**config.mk**
```make
export PLATFORM = sky130hd
export DESIGN_NAME = mcdc_lane
export DESIGN_NICKNAME = d
export VERILOG_FILES = /design/src/hdl/mcdc_pkg.sv /design/src/hdl/mcdc_lane.sv
export SDC_FILE = /design/constraint.sdc
export NUM_CORES = 2
export LEC_CHECK = 0
export ABC_AREA = 0
export BUFFER_PORTS_ARGS = -buffer_cell sky130_fd_sc_hd__buf_2
export CORE_ASPECT_RATIO = 1.75
export CORE_UTILIZATION = 43
export CTS_CLUSTER_DIAMETER = 60
export DETAILED_ROUTE_END_ITERATION = 8
export GPL_TIMING_DRIVEN = 0
export PLACE_DENSITY_LB_ADDON = 0.15
export SLEW_MARGIN = 5
export SYNTH_ARGS = -nofsm -noshare
export SYNTH_HDL_FRONTEND = slang
export SYNTH_SLANG_ARGS = --single-unit
```
**constraint.sdc**
```tcl
create_clock -name i_clk -period 11.9 [get_ports i_clk]
set_input_delay 0.595 -clock i_clk [delete_from_list [all_inputs] [get_ports i_clk]]
set_output_delay 0.595 -clock i_clk [all_outputs]
set_load 0.01 [all_outputs]
```
**src/hdl/mcdc_pkg.sv**
```systemverilog
// Shared types, constants and helpers for the microphone calibration DC blocker.
// No dependencies.
`default_nettype none

package mcdc_pkg;

    localparam int SAMPLE_BITS = 24;
    localparam int NUM_CH      = 6;
    localparam int CHANNELS_DEF = 6;
    localparam int COEF_BITS   = 16;
    localparam int CFG_BITS    = 48;
    localparam int IDX_BITS    = 3;
    localparam int SAT_W       = SAMPLE_BITS + 8;

    localparam logic [5:0]          POLARITY_RST = 6'd0;
    localparam logic [CFG_BITS-1:0] GAINS_RST    = 48'h4000_4000_4000;
    localparam logic [CFG_BITS-1:0] OFFSETS_RST  = 48'h0;
    localparam logic [COEF_BITS-1:0] POLE_RST    = 16'd65365;

    localparam logic signed [SAT_W-1:0] SAT_MAX =
        {{(SAT_W-SAMPLE_BITS+1){1'b0}}, {(SAMPLE_BITS-1){1'b1}}};
    localparam logic signed [SAT_W-1:0] SAT_MIN =
        {{(SAT_W-SAMPLE_BITS+1){1'b1}}, {(SAMPLE_BITS-1){1'b0}}};

    typedef enum logic [IDX_BITS-1:0] {
        CFG_POLARITY   = 3'd0,
        CFG_GAINS_LO   = 3'd1,
        CFG_GAINS_HI   = 3'd2,
        CFG_OFFSETS_LO = 3'd3,
        CFG_OFFSETS_HI = 3'd4,
        CFG_POLE       = 3'd5
    } t_cfg_idx;

    typedef struct packed {
        logic signed [SAMPLE_BITS-1:0] sample_5;
        logic signed [SAMPLE_BITS-1:0] sample_4;
        logic signed [SAMPLE_BITS-1:0] sample_3;
        logic signed [SAMPLE_BITS-1:0] sample_2;
        logic signed [SAMPLE_BITS-1:0] sample_1;
        logic signed [SAMPLE_BITS-1:0] sample_0;
    } t_in_beat;

    typedef struct packed {
        logic signed [SAMPLE_BITS-1:0] out_5;
        logic signed [SAMPLE_BITS-1:0] out_4;
        logic signed [SAMPLE_BITS-1:0] out_3;
        logic signed [SAMPLE_BITS-1:0] out_2;
        logic signed [SAMPLE_BITS-1:0] out_1;
        logic signed [SAMPLE_BITS-1:0] out_0;
    } t_out_beat;

    typedef struct packed {
        logic load_x;
        logic load_y;
    } t_lane_ctl;

    function automatic logic signed [SAMPLE_BITS-1:0] sat_sample(
        input logic signed [SAT_W-1:0] v
    );
        priority if (v > SAT_MAX) begin
            return SAT_MAX[SAMPLE_BITS-1:0];
        end else if (v < SAT_MIN) begin
            return SAT_MIN[SAMPLE_BITS-1:0];
        end else begin
            return v[SAMPLE_BITS-1:0];
        end
    endfunction

endpackage

`default_nettype wire

```
**src/hdl/mcdc_lane.sv**
```systemverilog
// One channel: offset, polarity, gain and saturation, then the DC blocker.
// Depends on mcdc_pkg.
`default_nettype none

module mcdc_lane
    import mcdc_pkg::*;
(
    input  wire logic                          i_clk,
    input  wire logic                          i_rst_n,
    input  wire t_lane_ctl                     i_ctl,
    input  wire logic signed [SAMPLE_BITS-1:0] i_sample,
    input  wire logic [COEF_BITS-1:0]          i_offset,
    input  wire logic [COEF_BITS-1:0]          i_gain,
    input  wire logic                          i_invert,
    input  wire logic [COEF_BITS-1:0]          i_pole,
    output logic signed [SAMPLE_BITS-1:0]      o_y
);

    localparam int DIFF_W = SAMPLE_BITS + 1;
    localparam int PX_W   = DIFF_W + COEF_BITS + 1;
    localparam int XR_W   = PX_W - 14;
    localparam int PF_W   = SAMPLE_BITS + COEF_BITS + 1;
    localparam int FB_W   = PF_W - 16;
    localparam int SUM_W  = SAMPLE_BITS + 3;

    localparam logic signed [PX_W-1:0] ROUND_X = PX_W'(1) <<< 13;
    localparam logic signed [PF_W-1:0] ROUND_F = PF_W'(1) <<< 15;

    logic signed [DIFF_W-1:0]      diff;
    logic signed [DIFF_W-1:0]      diff_pol;
    logic signed [PX_W-1:0]        prod_x;
    logic signed [PX_W-1:0]        prod_x_rnd;
    logic signed [XR_W-1:0]        x_wide;
    logic signed [SAMPLE_BITS-1:0] n_x;
    logic signed [PF_W-1:0]        prod_f;
    logic signed [PF_W-1:0]        prod_f_rnd;
    logic signed [FB_W-1:0]        fb;
    logic signed [SUM_W-1:0]       y_sum;
    logic signed [SAMPLE_BITS-1:0] n_y;

    logic signed [SAMPLE_BITS-1:0] r_x;
    logic signed [SAMPLE_BITS-1:0] r_px;
    logic signed [SAMPLE_BITS-1:0] r_y;

    always_comb begin
        diff = DIFF_W'(i_sample) - DIFF_W'($signed(i_offset));
        diff_pol = i_invert ? -diff : diff;
        prod_x = PX_W'(diff_pol) * PX_W'($signed({1'b0, i_gain}));
        prod_x_rnd = prod_x + ROUND_X;
        x_wide = prod_x_rnd[PX_W-1:14];
        n_x = sat_sample(SAT_W'(x_wide));
    end

    always_comb begin
        prod_f = PF_W'($signed({1'b0, i_pole})) * PF_W'(r_y);
        prod_f_rnd = prod_f + ROUND_F;
        fb = prod_f_rnd[PF_W-1:16];
        y_sum = SUM_W'(r_x) - SUM_W'(r_px) + SUM_W'(fb);
        n_y = sat_sample(SAT_W'(y_sum));
    end

    always_ff @(posedge i_clk) begin
        if (i_ctl.load_x) begin
            r_x <= n_x;
        end
    end

    always_ff @(posedge i_clk) begin
        if (!i_rst_n) begin
            r_px <= '0;
            r_y  <= '0;
        end else if (i_ctl.load_y) begin
            r_px <= r_x;
            r_y  <= n_y;
        end
    end

    assign o_y = r_y;

endmodule

`default_nettype wire

```
==> metrics <==
Skew-Pair Late Insertion Delay 0.35 ns; Core Footprint 0.0810 mm^2; outcome complete, no violations; EDFF count, synth 24; Syn Nets about 5.1k; Setup TNS 0 ns; WL final approximately 97000 um; Initial Util 43.4%; Yosys warning count 0; synthesized flop and latch total 72; Worst-path clk slew about 0.06 ns; register area share after synthesis approximately 4.8%; Critical-path top delay cell xor2_1; Critical Path RT ~12 ns; family with the most delay on the worst path adder cells; Layout Nets 5249; final clock skew between 0.002 and 0.003 ns; CP Max Fanout 10; Num Clock Sinks 72; Least-Margin Pin Slew between 1 and 1.5 ns; Die W about 220 um; FF-to-FF path depth 34; Slew HR 23.1%; kind of critical path input port to register; initial drt markers around 940; vias in the first global route 29.2k; crit share post-route between 90% and 100%; Worst Path Arrival around 12 ns; I/O Pins around 100; commonest non-fill, non-tap cells in the layout 997 x inv_1, 786 x fa_1, 464 x nand2_1, 363 x and2_1, 292 x ha_1; # fillers approximately 8.2k; Worst path depth 36; Antenna Nets Post-Route 0; most used cell, CP fa_1; Setup Buffers After CTS 0; drt via density slightly above 5; via count between 20k and 30k; # hold bufs at CTS 0; Root Buffer clkbuf_16; Max-Cap Viols 0; Finish-stage setup viols 0; Yosys top cell by area fa_1; Worst Setup SP i_sample[0]; WL per Instance around 19 um; FF-to-FF Start o_y[13]; Num CTS Buffers 9; Largest stage delay, worst path roughly 0.9 ns; hold path start r_px[6]; number of distinct library cells after synthesis 80; clock tree buffer depth 2; Synth Flop Type dfxtp_1; grt ovf 0; Pins Over Slew Limit 0; hold crit path type register to register; H-tree Lvls 3; post-synth top area share roughly 45%; Synth Instances roughly 4.0k; I/O Buffers between 90 and 100; GPL Wtd Cong about 0.91; final hold violation count 0; num rows 138; crit path capture r_x[12]; DRC 0; CTS tree done; largest net degree at the start of global routing 25; startpoint types input port; gr usage total between 20 and 25%; Hold Path Cell Cnt 2; synth top area cells fa_1 45%, inv_1 11%, ha_1 10%, and2_1 6.5%, nand2_1 5.0%; FF-to-FF setup slack 0.55 ns; Worst Path Buf+Inv 7; drt pass-1 iters 7; Die Y 380 um; DP HPWL roughly 88000 um; die area 0.0830 mm^2; asr flop ratio synth 0%; leading cell type in the layout, fill and taps excluded inv_1; Syn-to-layout area delta 6.37%; RSZ-0062 raised after global routing no; reg2reg end o_y[14]; crit end category register; initial antenna violation count 1; # diodes 0; Max Clk Rate between 80 and 90 MHz; share of layout cells above drive strength 1 4.46%; Syn Std Cell Area ~0.035 mm^2; Syn Area/Cell around 8.8 um^2; global-route wire length before repair about 160000 um; minimum clock period approximately 11 ns
through the flow:
stage / std cells / hold WS, ns / setup slack (ns) / cell area [um^2] / utilization, %
floorplan: 3985 / 0.483 / 2.21 / 35200 / -
global placement: 5134 / 0.495 / -0.617 / 37000 / 45.7
detailed placement: 5134 / 0.503 / -0.653 / 37000 / 45.7
CTS: 5149 / 0.520 / 0.000136 / 37300 / 46.1
global route: 5149 / 0.536 / 0.0125 / 37400 / 46.2
finish: 5149 / 0.512 / 0.475 / 37400 / 46.2
logic make-up (layout without fill, tap and decap cells):
kind of cell | after synthesis | after routing | synth area share (%)
xor gates and xnor gates | 124 | 124 | 3.09
adders and majority gates | 1081 | 1081 | 55.2
buffers and inverters | 1153 | 1267 | 12.3
and+or+nand+nor | 1131 | 1131 | 16.4
AOI/OAI and AO/OA | 395 | 395 | 7.40
DFF | 72 | 72 | 4.78
muxes | 29 | 29 | 0.825
cells in the mapped netlist, types with 42 or more instances:
cell      count
clkbuf_1    150
inv_1       997
nor2b_1      75
dfxtp_1      48
xor2_1       42
a21oi_1     103
nor2_1       66
fa_1        786
and2_1      363
o21ai_0     100
xnor2_1      82
ha_1        292
nand2_1     464
how the worst min path moves through the flow:
| stage | slack [ns] | to |
|---|---|---|
| CTS | 0.52 | r_px[6] |
| global placement | 0.50 | r_px[8] |
| detailed placement | 0.50 | r_px[13] |
| global route | 0.54 | r_px[22] |
| finish | 0.51 | r_px[6] |
| floorplan | 0.48 | r_px[10] |
worst register-to-register path: cells and delay by family (launching register included):
kind                       cells  cell delay (ns)
adders and majority gates      9             4.30
AOI/OAI and AO/OA             10             3.25
and+or+nand+nor                6             1.39
buffers and inverters          8             1.37
DFF                            1             0.78
muxes                          1             0.15
registers in the layout, indices dropped and copies added, names as in the netlist:
name and count:
o_y 24, r_px 24, r_x 24
layout make-up:
type                       count  area (um^2)  share of cell area, %
sequential                    72         1690                   4.52
clock inverter                 5         80.1                  0.214
multi-input combinational   2760        29200                   78.1
timing repair buffer          99          495                   1.32
buffer                       155          622                   1.66
inverter                     997         3740                   10.0
tap                         1050         1310                   3.51
clock buffer                  11          243                  0.649
per-layer routing:
layer	up-vias	global-route usage, %	wire length, um
met4	2	13.8	6470
li1	12149	-	-
met1	13291	23.6	32200
met5	-	0	13
met3	220	1.22	2020
met2	497	50.2	56600
repair_timing:
item,in CTS,in global routing
setup endpoints to repair,32,39
resized for setup,27,25
hold endpoints to repair,0,0
Power is left out: the tool's default activity adds up to more than one toggle a clock period on the data nets, which glitch-free logic cannot reach.
